<file path="src/sv/assert_macros.svh">
// assertion macros used by the scheduler rtl file
// no dependencies; the including module supplies clk_i and rst_ni
`ifndef ASSERT_MACROS_SVH
`define ASSERT_MACROS_SVH

// same-cycle implication, off while in reset
`define PQS_ASSERT_IMP(lbl, ante, cons, msg) \
  lbl: assert property (@(posedge clk_i) disable iff (!rst_ni) (ante) |-> (cons)) \
    else $error(msg);

// next-cycle implication, off while in reset
`define PQS_ASSERT_NXT(lbl, ante, cons, msg) \
  lbl: assert property (@(posedge clk_i) disable iff (!rst_ni) (ante) |=> (cons)) \
    else $error(msg);

`endif

</file>
<file path="src/sv/pqs_pkg.sv">
// types and codes of the priority queue scheduler
// no dependencies; used by the top level
package pqs_pkg;

  // one queue entry: priority high, id, remaining time low
  typedef struct packed {
    logic [7:0]  prio;
    logic [7:0]  id;
    logic [15:0] rem;
  } pqs_entry_t;

  localparam int unsigned EntryWidth = $bits(pqs_entry_t);

  // input word kind
  typedef enum logic {
    OP_ADMIT = 1'b0,
    OP_TICK  = 1'b1
  } pqs_op_e;

  // result status codes
  typedef enum logic [1:0] {
    ST_RAN   = 2'd0,
    ST_IDLE  = 2'd1,
    ST_ADMIT = 2'd2,
    ST_FULL  = 2'd3
  } pqs_status_e;

  // sequencer states, one-hot
  typedef enum logic [4:0] {
    S_IDLE  = 5'b00001,
    S_HEAD  = 5'b00010,
    S_WALK  = 5'b00100,
    S_PLACE = 5'b01000,
    S_RESP  = 5'b10000
  } pqs_state_e;

  // configuration register indexes
  localparam logic REG_LIMIT = 1'b0;

  localparam logic [7:0] LimitReset = 8'd10;

endpackage

</file>
<file path="src/sv/pqs_ram.sv">
// queue storage: one write port, one read port with registered read data
// no dependencies
module pqs_ram #(
  parameter int unsigned Depth = 16,
  parameter int unsigned AddrW = 4,
  parameter int unsigned DataW = 32
) (
  input  logic             clk_i,
  input  logic             we_i,
  input  logic [AddrW-1:0] waddr_i,
  input  logic [DataW-1:0] wdata_i,
  input  logic             re_i,
  input  logic [AddrW-1:0] raddr_i,
  output logic [DataW-1:0] rdata_o
);

  logic [DataW-1:0] mem_q [Depth];
  logic [DataW-1:0] rdata_q;

  // write port
  always_ff @(posedge clk_i) begin
    if (we_i) begin
      mem_q[waddr_i] <= wdata_i;
    end
  end

  // read port
  always_ff @(posedge clk_i) begin
    if (re_i) begin
      rdata_q <= mem_q[raddr_i];
    end
  end

  assign rdata_o = rdata_q;

endmodule

</file>
<file path="src/sv/priority_queue_scheduler.sv">
// Priority queue scheduler. Tasks sit in a ring buffer in priority order (lower value first,
// first-in among equals). An admit word walks backward from the tail, one entry per cycle,
// moving each entry with a higher priority value one place on, then writes the new task into
// the gap; an admit to a full queue is answered with a full status. A tick word on an
// empty queue is answered idle; otherwise it reads the head from the registered-read
// memory, runs it if its priority is within run_priority_limit, pops it and, unless done,
// reinserts it by the same walk. A result still waiting at the output register holds the
// sequencer in its response state until that register frees.
// One word is worked at a time; the next is taken while the previous result waits at the
// output register. No clearing pass is needed after reset.
`include "assert_macros.svh"

module priority_queue_scheduler #(
  parameter int unsigned QUEUE_DEPTH = 16
) (
  input  logic        clk_i,
  input  logic        rst_ni,
  // input stream
  input  logic        s_axis_tvalid_i,
  output logic        s_axis_tready_o,
  input  logic [31:0] s_axis_tdata_i,  // task_id[7:0], task_priority[15:8], run_time[31:16]
  input  logic [0:0]  s_axis_tuser_i,  // operation[0]
  // result stream
  output logic        m_axis_tvalid_o,
  input  logic        m_axis_tready_i,
  output logic [55:0] m_axis_tdata_o,  // ran_id[7:0], ran_priority[15:8], time_now[47:16],
                                       // task_done[48], zero[55:49]
  output logic [1:0]  m_axis_tuser_o,  // status[1:0]
  // configuration
  input  logic        psel,
  input  logic        penable,
  input  logic        pwrite,
  input  logic [2:0]  paddr,
  input  logic [31:0] pwdata,
  output logic [31:0] prdata,
  output logic        pready
);

  localparam int unsigned PW = (QUEUE_DEPTH > 1) ? $clog2(QUEUE_DEPTH) : 1;
  localparam int unsigned CW = $clog2(QUEUE_DEPTH + 1);
  localparam int unsigned SW = PW + 2;

  // ring position of a logical queue place
  function automatic logic [PW-1:0] slot(input logic [PW-1:0] base, input logic [CW-1:0] ofs);
    logic [SW-1:0] sum;
    sum = SW'(base) + SW'(ofs);
    if (sum >= SW'(QUEUE_DEPTH)) begin
      sum = sum - SW'(QUEUE_DEPTH);
    end
    return sum[PW-1:0];
  endfunction

  pqs_pkg::pqs_state_e  state_q, state_d;
  logic [CW-1:0]        count_q, count_d;
  logic [PW-1:0]        head_q, head_d;
  logic [CW-1:0]        k_q, k_d;
  pqs_pkg::pqs_entry_t  ins_q, ins_d;
  logic [31:0]          tick_q, tick_d;
  logic [7:0]           limit_q;
  pqs_pkg::pqs_status_e res_status_q, res_status_d;
  logic [7:0]           res_id_q, res_id_d;
  logic [7:0]           res_prio_q, res_prio_d;
  logic                 res_done_q, res_done_d;
  logic [31:0]          now_q, now_d;
  logic                 out_valid_q, out_valid_d;
  logic [55:0]          out_data_q, out_data_d;
  logic [1:0]           out_user_q, out_user_d;

  logic                        ram_we;
  logic [PW-1:0]               ram_waddr;
  pqs_pkg::pqs_entry_t         ram_wdata;
  logic                        ram_re;
  logic [PW-1:0]               ram_raddr;
  logic [pqs_pkg::EntryWidth-1:0] ram_rdata;
  pqs_pkg::pqs_entry_t         rd_entry;
  logic [15:0]                 rem_dec;
  logic                        in_fire;
  logic                        cfg_wr;
  logic                        chk_cnt_ok;
  logic                        chk_walk_ok;
  logic                        chk_full_adm;
  logic                        chk_tick_in;
  logic                        in_resp;

  assign rd_entry = pqs_pkg::pqs_entry_t'(ram_rdata);
  assign rem_dec  = (rd_entry.rem != 16'd0) ? (rd_entry.rem - 16'd1) : 16'd0;

  pqs_ram #(
    .Depth(QUEUE_DEPTH),
    .AddrW(PW),
    .DataW(pqs_pkg::EntryWidth)
  ) u_ram (
    .clk_i  (clk_i),
    .we_i   (ram_we),
    .waddr_i(ram_waddr),
    .wdata_i(ram_wdata),
    .re_i   (ram_re),
    .raddr_i(ram_raddr),
    .rdata_o(ram_rdata)
  );

  // configuration port
  assign pready = 1'b1;
  assign cfg_wr = psel && penable && pwrite && pready && (paddr[2] == pqs_pkg::REG_LIMIT);
  assign prdata = (paddr[2] == pqs_pkg::REG_LIMIT) ? {24'd0, limit_q} : 32'd0;

  always_ff @(posedge clk_i or negedge rst_ni) begin
    if (!rst_ni) begin
      limit_q <= pqs_pkg::LimitReset;
    end else if (cfg_wr) begin
      limit_q <= pwdata[7:0];
    end
  end

  // handshakes
  assign s_axis_tready_o = (state_q == pqs_pkg::S_IDLE);
  assign in_fire         = s_axis_tvalid_i && s_axis_tready_o;
  assign m_axis_tvalid_o = out_valid_q;
  assign m_axis_tdata_o  = out_data_q;
  assign m_axis_tuser_o  = out_user_q;

  // sequencer
  always_comb begin
    state_d      = state_q;
    count_d      = count_q;
    head_d       = head_q;
    k_d          = k_q;
    ins_d        = ins_q;
    tick_d       = tick_q;
    res_status_d = res_status_q;
    res_id_d     = res_id_q;
    res_prio_d   = res_prio_q;
    res_done_d   = res_done_q;
    now_d        = now_q;
    out_valid_d  = out_valid_q && !m_axis_tready_i;
    out_data_d   = out_data_q;
    out_user_d   = out_user_q;
    ram_we       = 1'b0;
    ram_waddr    = slot(head_q, k_q);
    ram_wdata    = ins_q;
    ram_re       = 1'b0;
    ram_raddr    = head_q;

    case (state_q)
      pqs_pkg::S_IDLE: begin
        if (in_fire) begin
          now_d      = tick_q;
          res_id_d   = 8'd0;
          res_prio_d = 8'd0;
          res_done_d = 1'b0;
          if (s_axis_tuser_i[0] == pqs_pkg::OP_TICK) begin
            tick_d = tick_q + 32'd1;
            if (count_q == '0) begin
              res_status_d = pqs_pkg::ST_IDLE;
              state_d      = pqs_pkg::S_RESP;
            end else begin
              ram_re    = 1'b1;
              ram_raddr = head_q;
              state_d   = pqs_pkg::S_HEAD;
            end
          end else if (count_q == CW'(QUEUE_DEPTH)) begin
            res_status_d = pqs_pkg::ST_FULL;
            state_d      = pqs_pkg::S_RESP;
          end else begin
            ins_d.prio   = s_axis_tdata_i[15:8];
            ins_d.id     = s_axis_tdata_i[7:0];
            ins_d.rem    = s_axis_tdata_i[31:16];
            k_d          = count_q;
            res_status_d = pqs_pkg::ST_ADMIT;
            if (count_q == '0) begin
              state_d = pqs_pkg::S_PLACE;
            end else begin
              ram_re    = 1'b1;
              ram_raddr = slot(head_q, count_q - CW'(1));
              state_d   = pqs_pkg::S_WALK;
            end
          end
        end
      end
      pqs_pkg::S_HEAD: begin
        if (rd_entry.prio > limit_q) begin
          res_status_d = pqs_pkg::ST_IDLE;
          state_d      = pqs_pkg::S_RESP;
        end else begin
          res_status_d = pqs_pkg::ST_RAN;
          res_id_d     = rd_entry.id;
          res_prio_d   = rd_entry.prio;
          head_d       = slot(head_q, CW'(1));
          count_d      = count_q - CW'(1);
          if (rem_dec == 16'd0) begin
            res_done_d = 1'b1;
            state_d    = pqs_pkg::S_RESP;
          end else begin
            // reinsert behind its equals, walking from the new tail
            ins_d.prio = rd_entry.prio;
            ins_d.id   = rd_entry.id;
            ins_d.rem  = rem_dec;
            k_d        = count_q - CW'(1);
            if (count_q == CW'(1)) begin
              state_d = pqs_pkg::S_PLACE;
            end else begin
              ram_re    = 1'b1;
              ram_raddr = slot(head_q, count_q - CW'(1));
              state_d   = pqs_pkg::S_WALK;
            end
          end
        end
      end
      pqs_pkg::S_WALK: begin
        // read data holds logical place k-1
        ram_we = 1'b1;
        if (rd_entry.prio > ins_q.prio) begin
          ram_wdata = rd_entry;
          k_d       = k_q - CW'(1);
          if (k_q == CW'(1)) begin
            state_d = pqs_pkg::S_PLACE;
          end else begin
            ram_re    = 1'b1;
            ram_raddr = slot(head_q, k_q - CW'(2));
          end
        end else begin
          ram_wdata = ins_q;
          count_d   = count_q + CW'(1);
          state_d   = pqs_pkg::S_RESP;
        end
      end
      pqs_pkg::S_PLACE: begin
        ram_we    = 1'b1;
        ram_wdata = ins_q;
        count_d   = count_q + CW'(1);
        state_d   = pqs_pkg::S_RESP;
      end
      pqs_pkg::S_RESP: begin
        if (!out_valid_q || m_axis_tready_i) begin
          out_valid_d = 1'b1;
          out_data_d  = {7'd0, res_done_q, now_q, res_prio_q, res_id_q};
          out_user_d  = res_status_q;
          state_d     = pqs_pkg::S_IDLE;
        end
      end
      default: begin
        state_d = pqs_pkg::S_IDLE;
      end
    endcase
  end

  // control registers
  always_ff @(posedge clk_i or negedge rst_ni) begin
    if (!rst_ni) begin
      state_q     <= pqs_pkg::S_IDLE;
      count_q     <= '0;
      head_q      <= '0;
      k_q         <= '0;
      tick_q      <= 32'd0;
      out_valid_q <= 1'b0;
    end else begin
      state_q     <= state_d;
      count_q     <= count_d;
      head_q      <= head_d;
      k_q         <= k_d;
      tick_q      <= tick_d;
      out_valid_q <= out_valid_d;
    end
  end

  // payload registers
  always_ff @(posedge clk_i) begin
    ins_q        <= ins_d;
    res_status_q <= res_status_d;
    res_id_q     <= res_id_d;
    res_prio_q   <= res_prio_d;
    res_done_q   <= res_done_d;
    now_q        <= now_d;
    out_data_q   <= out_data_d;
    out_user_q   <= out_user_d;
  end

  // check terms
  assign chk_cnt_ok   = (count_q <= CW'(QUEUE_DEPTH));
  assign chk_walk_ok  = (k_q != '0) && (k_q <= count_q);
  assign chk_full_adm = in_fire && (s_axis_tuser_i[0] == pqs_pkg::OP_ADMIT)
                        && (count_q == CW'(QUEUE_DEPTH));
  assign chk_tick_in  = in_fire && (s_axis_tuser_i[0] == pqs_pkg::OP_TICK);
  assign in_resp      = (state_q == pqs_pkg::S_RESP);

  // checks
  `PQS_ASSERT_IMP(a_count_bound, state_q == pqs_pkg::S_IDLE, chk_cnt_ok, "queue count above depth")
  `PQS_ASSERT_IMP(a_walk_range, state_q == pqs_pkg::S_WALK, chk_walk_ok, "walk place out of range")
  `PQS_ASSERT_NXT(a_full_hold, chk_full_adm, in_resp && (count_q == $past(count_q)), "full admit")
  `PQS_ASSERT_NXT(a_tick_step, chk_tick_in, tick_q == $past(tick_q) + 32'd1, "tick not counted")

endmodule
</file>
<file path="config.mk">
export PLATFORM = sky130hd
export DESIGN_NAME = priority_queue_scheduler
export DESIGN_NICKNAME = d
export VERILOG_FILES = /design/src/sv/pqs_pkg.sv /design/src/sv/pqs_ram.sv /design/src/sv/priority_queue_scheduler.sv
export VERILOG_INCLUDE_DIRS = /design/src /design/src/sv
export SDC_FILE = /design/constraint.sdc
export NUM_CORES = 1
export LEC_CHECK = 0
export ABC_CLOCK_PERIOD_IN_PS = 5800
export BUFFER_PORTS_ARGS = -buffer_cell sky130_fd_sc_hd__buf_2
export CORE_UTILIZATION = 42
export DETAILED_ROUTE_END_ITERATION = 12
export HOLD_SLACK_MARGIN = 0.02
export PLACE_DENSITY = 0.54
export SYNTH_ARGS = -nofsm -noshare
export SYNTH_HDL_FRONTEND = slang
export SYNTH_SLANG_ARGS = --single-unit
export TNS_END_PERCENT = 30
</file>
<file path="constraint.sdc">
create_clock -name clk_i -period 5.8 [get_ports clk_i]
set_input_delay 1.16 -clock clk_i [delete_from_list [all_inputs] [get_ports clk_i]]
set_output_delay 1.16 -clock clk_i [all_outputs]
set_load 0.05 [all_outputs]
</file>
Word-level counts from Yosys, hierarchy flattened
Memories as Yosys holds them, arrays and structs flattened. A register that Yosys moved wholly into a read port is not among the register bits.
Index checks and enable logic that the tools add are counted.
{"block": "totals", "ram_bits": 512, "output_inout_bits": 93, "ff_bits": 194, "latch_bits": 0, "mem_count": 1, "wordCells": 161, "mem_bits_ro": 0}
{"memory": "u_ram.mem_q", "depth": 16, "width": 32, "rd": 1, "rd_ports_with_merged_regs": 1, "write_ports": 1, "line_no": "pqs_ram.sv:17", "source": "logic [DataW-1:0] mem_q [Depth];"}
{"block": "classes", "mul": 0, "n_addsub": 14, "div_mod_pow": 0, "shifts": 0, "n_mux": 76, "n_bitwise": 2, "n_reduce_logical": 26, "eq_ne": 19, "magnitude_cmp": 6}
{"operator": "$mux 32", "n": 7}
{"operator": "$mux 5", "n": 17}
{"operator": "$pmux 32 s2", "n": 1}
{"operator": "$mux 4", "n": 15}
{"operator": "$add 32x1->32 const B", "n": 1}
{"operator": "$mux 8", "n": 4}
{"operator": "$pmux 8 s2", "n": 2}
{"operator": "$pmux 5 s3", "n": 2}
{"operator": "$pmux 5 s5", "n": 1}
{"operator": "$mux 1", "n": 19}
{"operator": "$add 4x5->6", "n": 3}
{"operator": "$ge 6x5->1 const B", "n": 3}
{"operator": "$gt 8x8->1", "n": 2}
{"operator": "$logic_not 16->1", "n": 1}
{"operator": "$mux 16", "n": 1}
{"operator": "$reduce_bool 16->1", "n": 1}
{"operator": "$sub 16x1->16 const B", "n": 1}
{"operator": "$sub 4x1->4 const B", "n": 4}
{"operator": "$eq 5x1->1 const B", "n": 3}
{"operator": "$reduce_and 3->1", "n": 5}
{"operator": "$ne 2x2->1 const B", "n": 7}
{"operator": "$pmux 4 s3", "n": 1}
{"operator": "$eq 5x5->1 const B", "n": 2}
{"operator": "$sub 5x1->5 const B", "n": 2}
{"operator": "other kinds (26)", "n": 38}

Logic depth before layout (Yosys ltp)
{"block": "logic_depth", "word_depth": 9, "depth_mapped": 17, "mapped_depth_nobuf": 13}

Hierarchy
Synthesis repeated with hierarchy kept, for this count alone.
{"block": "unflattened", "hier_cells": 1647, "area_unflattened_um2": 29957.5}
{"module": "pqs_ram", "n_inst": 1, "cells_per_inst": 838, "area_per_inst_um2": 20174.3}
{"module": "priority_queue_scheduler", "n_inst": 1, "cells_per_inst": 809, "area_per_inst_um2": 9783.1}

Least setup slack after synthesis
Ideal clock, no wire load.
{"block": "synth_path", "path_type": "register to register", "startpoint": "register state_q[0]", "endpoint": "register u_ram.rdata_q[0] (netlist: u_ram.rdata_o[0]) (read register of u_ram.mem_q), enable pin", "path_slack_ns": 0.504, "t_required_ns": 5.334, "arrival_time_ns": 4.830, "setup_ns": 0.466, "synth_period_minus_slack_ns": 5.296, "path_stages_with_launch": 9, "cell_sequence": "dfstp_2 clkbuf_1 nor2b_1 nand2_1 inv_1 nand2_1 inv_1 nand2_1 o21ai_0"}
{"block": "synth_via", "elab_chain_cells": 4}
{"element": "start, declared", "line_no": "priority_queue_scheduler.sv:53", "source": "pqs_pkg::pqs_state_e state_q, state_d;"}
{"element": "start signal, assigned", "line_no": "priority_queue_scheduler.sv:250", "source": "state_q <= pqs_pkg::S_IDLE;"}
{"element": "start signal, assigned", "line_no": "priority_queue_scheduler.sv:257", "source": "state_q <= state_d;"}
{"element": "$eq 5x1->1 *", "line_no": "priority_queue_scheduler.sv:116", "source": "assign s_axis_tready_o = (state_q == pqs_pkg::S_IDLE);"}
{"element": "named net s_axis_tready_o", "line_no": "priority_queue_scheduler.sv:20", "source": "output logic s_axis_tready_o,"}
{"element": "$logic_and 1x1->1", "line_no": "priority_queue_scheduler.sv:117", "source": "assign in_fire = s_axis_tvalid_i && s_axis_tready_o;"}
{"element": "$mux 1", "line_no": "priority_queue_scheduler.sv:146", "source": "if (in_fire) begin"}
{"element": "$pmux 1 s3 *", "line_no": "priority_queue_scheduler.sv:144", "source": "case (state_q)"}
{"element": "named net ram_re", "line_no": "priority_queue_scheduler.sv:72", "source": "logic ram_re;"}
{"element": "end, declared", "line_no": "pqs_ram.sv:18", "source": "logic [DataW-1:0] rdata_q;"}
Mark *: on every way through the listed nets, which the timed path passes. The rest lies on a longest branch.
A chain may end at the register's enable or synchronous reset.

Final worst setup path
{"block": "layout_path", "startpoint": "register u_ram.rdata_q[0] (netlist: u_ram.rdata_o[0]) (read register of u_ram.mem_q)", "endpoint": "register u_ram.rdata_q[16] (netlist: u_ram.rdata_o[16]) (read register of u_ram.mem_q) (data pin)"}
{"block": "layout_via", "elab_chain_cells": 6}
{"element": "$sub 16x1->16 or $reduce_bool 16->1 (tied branches)", "line_no": "priority_queue_scheduler.sv:86", "source": "assign rem_dec = (rd_entry.rem != 16'd0) ? (rd_entry.rem - 16'd1) : 16'd0;"}
{"element": "$mux 16 *", "line_no": "priority_queue_scheduler.sv:86"}
{"element": "$logic_not 16->1 *", "line_no": "priority_queue_scheduler.sv:190", "source": "if (rem_dec == 16'd0) begin"}
{"element": "$mux 4 or $mux 1 (tied branches)", "line_no": "priority_queue_scheduler.sv:190"}
{"element": "$mux 4 or $mux 1 (tied branches)", "line_no": "priority_queue_scheduler.sv:181", "source": "if (rd_entry.prio > limit_q) begin"}
{"element": "$pmux 4 s3 or $pmux 1 s3 (tied branches)", "line_no": "priority_queue_scheduler.sv:144"}
Mark *: on every way between the ends. The rest lies on a longest branch, timed or not.

==> results.toml <==
[die]
start_util_pct = 42.8
io_pins = 168
die_h_um = 270
rows = 97
fp.dieW_um = 270
fp.dieArea_um2 = 73000
coreArea_um2 = 70600

[timing]
rsz0062_at_grt = "false"
timing.hold.ws_ns = 0.410
setup_violations = 0
slew_violations = 0
hold_viol = 0
worst_pin_slew_ns = 1.15
fmax_ghz = 0.201
clock_skew_ns = 0.0194
post-route-min-period_ns = 4.98
min_period_over_period_pct = 85.8
fin_tns_setup_ns = 0
max-slew-margin-rel_pct = 23.0

[pwr]
leakage_nw = 12.2
powerDensity_nw_per_um2 = 538
vdd_drop_max_v = 0.000634

[grt]
grt_max_degree = 159
grt_pass1_wl_um = 111000
grt_pass1_vias = 17390
track_usage_pct = 20.3
gr-total-overflow = 0
grt_antenna_before_repair = 0

[route]
firstDrtPassIters = 5
drc_errors = 0
vias = 17480
viasPerCell = 5.49
initialDrtViolationCount = 1425
post_drt_wl_per_cell_um = 23.3
ant_nets = 0
drt-total-wl_um = 74200

[critical_path]
max_stage_delay_ns = 0.70
cp_max_fo = 46
crit_arrival_ns = 5.31
crit_family = "simple AND/OR/NAND/NOR gates"
critPathSlowestCell = "a2111oi_0"
worstSetupPathType = "reg2reg"
cp.required_ns = 6.13
endpoint_kind = "flip-flop"
worstPathCellList = "inv_1, ha_1, nor3b_2, nand4_1, nor3_1, buf_4, a211oi_1, nor3_4, o21ai_0, o221a_4, and2_1, buf_4, a2111oi_0, nor4_1"
crit_path_start_kind = "flip-flop"
cp.depth = 14
crit_buf_inv = 3
r2r_cells = 14
cp_common_cell = "buf_4"

[clocking]
cts-buffers-inserted = 79
cts_root_buffer = "clkbuf_16"
ctsResizeCount = 0
clock_latency_ns = 0.62
clk_pin_slew_worst_paths_ns = 0.06
holdBufCountCts = 0
cts.htree.levels = 3
post-cts-setup-buffers = 0
clockBufferDepth = 3
cts_sinks = 738
cts_tree = "done"

[synthesis]
syn_inst = 2038
synth_edf_count = 678
synth_commonest_cells = "edfxtp_1 (678), nand2_1 (320), a21oi_1 (89), and3_1 (73), mux2i_1 (73)"
avgSynthCellArea_um2 = 14.8
ys_warn_count = 0
synth_top_area_share_pct = 67.4
netlist.top_cell.by_area = "edfxtp_1"
synth_most_common_cell = "edfxtp_1"
synthTopCellsByArea = "edfxtp_1 (67%), dfrtp_1 (4.7%), nand2_1 (4.0%), mux2i_1 (2.4%), a32o_1 (2.1%)"
synthDistinctLibCells = 76
synthArstFlopShare_pct = 8.13
yosys_register_bits = 738
synth_area_um2 = 30200
seq_area_frac_synth_pct = 72.3
synth-main-ff-cell = "edfxtp_1"

[placed_design]
dp_hpwl_um = 42600
port_buffers = 109
gp_congestion = 0.780

[finish]
multi_input_area_um2 = 7800
regArea_um2 = 21900
layout.nets = 2292
antennaDiodeCount = 0
area_growth_pct = 14.0
fill_cells = 6036
final_layout_size_suffix_gt1_share_pct = 16.6

[hold_path]
whs_path_depth = 0
min_path_type = "reg2reg"

[job]
drv_cap = 0

[outcome]
status = "completed"
## routing by layer
| layer | up-vias | wire, um | GRT usage [%] |
|---|---|---|---|
| met1 | 8878 | 32300 | 27.6 |
| met3 | 121 | 3990 | 3.21 |
| met2 | 489 | 36100 | 33.6 |
| met5 | - | 0 | 0 |
| met4 | 0 | 1750 | 6.10 |
| li1 | 7992 | - | - |
## per-stage QoR
step,total power [mW],utilization [%],setup WS [ns],cells,area (um2)
after CTS,18.7,48.8,0.886,3182,34500
after floorplan,11.7,-,0.504,2068,30300
after detailed placement,13.9,45.3,0.893,3038,32000
after global routing,19.5,48.8,0.555,3182,34500
final,18.6,48.8,0.821,3182,34500
after global placement,13.7,45.3,0.906,3038,32000
## final timing paths
path	from	end	slack, ns
setup / recovery	u_ram.rdata_o[0]	u_ram.rdata_o[16]	0.82
hold / removal	now_q[25]	m_axis_tdata_o[41]	0.41
setup reg to reg	u_ram.rdata_o[0]	u_ram.rdata_o[16]	0.82
hold reg to reg	now_q[25]	m_axis_tdata_o[41]	0.41
max in group asynchronous	rst_ni	state_q[2]	4.51
min in group asynchronous	rst_ni	tick_q[3]	0.73
## cell families after synthesis
family	synth area share, %
adder cells (fa/ha/maj)	1.65
AND/OR/NAND/NOR	9.71
other	0.0248
XOR/XNOR	1.97
buffers and inverters	2.83
flip-flops	72.3
AO/OA/AOI/OAI	7.71
multiplexers	3.76
## cells in the final DEF, fill, tap and decap left out, types with 16 or more instances in the layout
master,instances
a2111oi_0,62
xnor2_1,38
and3_1,73
nor4_1,21
and2_1,18
nor2_4,17
conb_1,32
nand3_1,24
dfrtp_1,57
clkbuf_16,81
clkbuf_1,16
xor2_1,27
nor2_1,47
buf_2,109
clkinv_2,19
mux2_2,36
a21oi_1,88
inv_1,35
edfxtp_1,678
o21ai_0,29
buf_4,54
mux2i_1,73
a32o_1,62
ha_1,35
a21o_1,23
nand2_1,320
## power breakdown
group	total (mW)	internal [mW]	switching, mW
Combinational	6.40	2.00	4.40
Clock	4.84	2.79	2.05
Sequential	7.31	6.95	0.368
## flip-flops by register name (all words and copies together) (netlist names), 8 cells and up
register	cells
res_prio_q	8
ins_q	32
limit_q	8
u_ram.rdata_o	32
u_ram.mem_q	512
tick_q	32
res_id_q	8
now_q	32
m_axis_tdata_o	49
## layout make-up
class	count	share of cell area, %
Sequential cell	738	63.4
Multi-Input combinational cell	1158	22.6
Clock buffer	100	6.18
Tap cell	940	3.41
Timing Repair Buffer	166	2.93
Clock inverter	44	1.01
Inverter	36	0.392
Power figures use the tool's default switching activity.
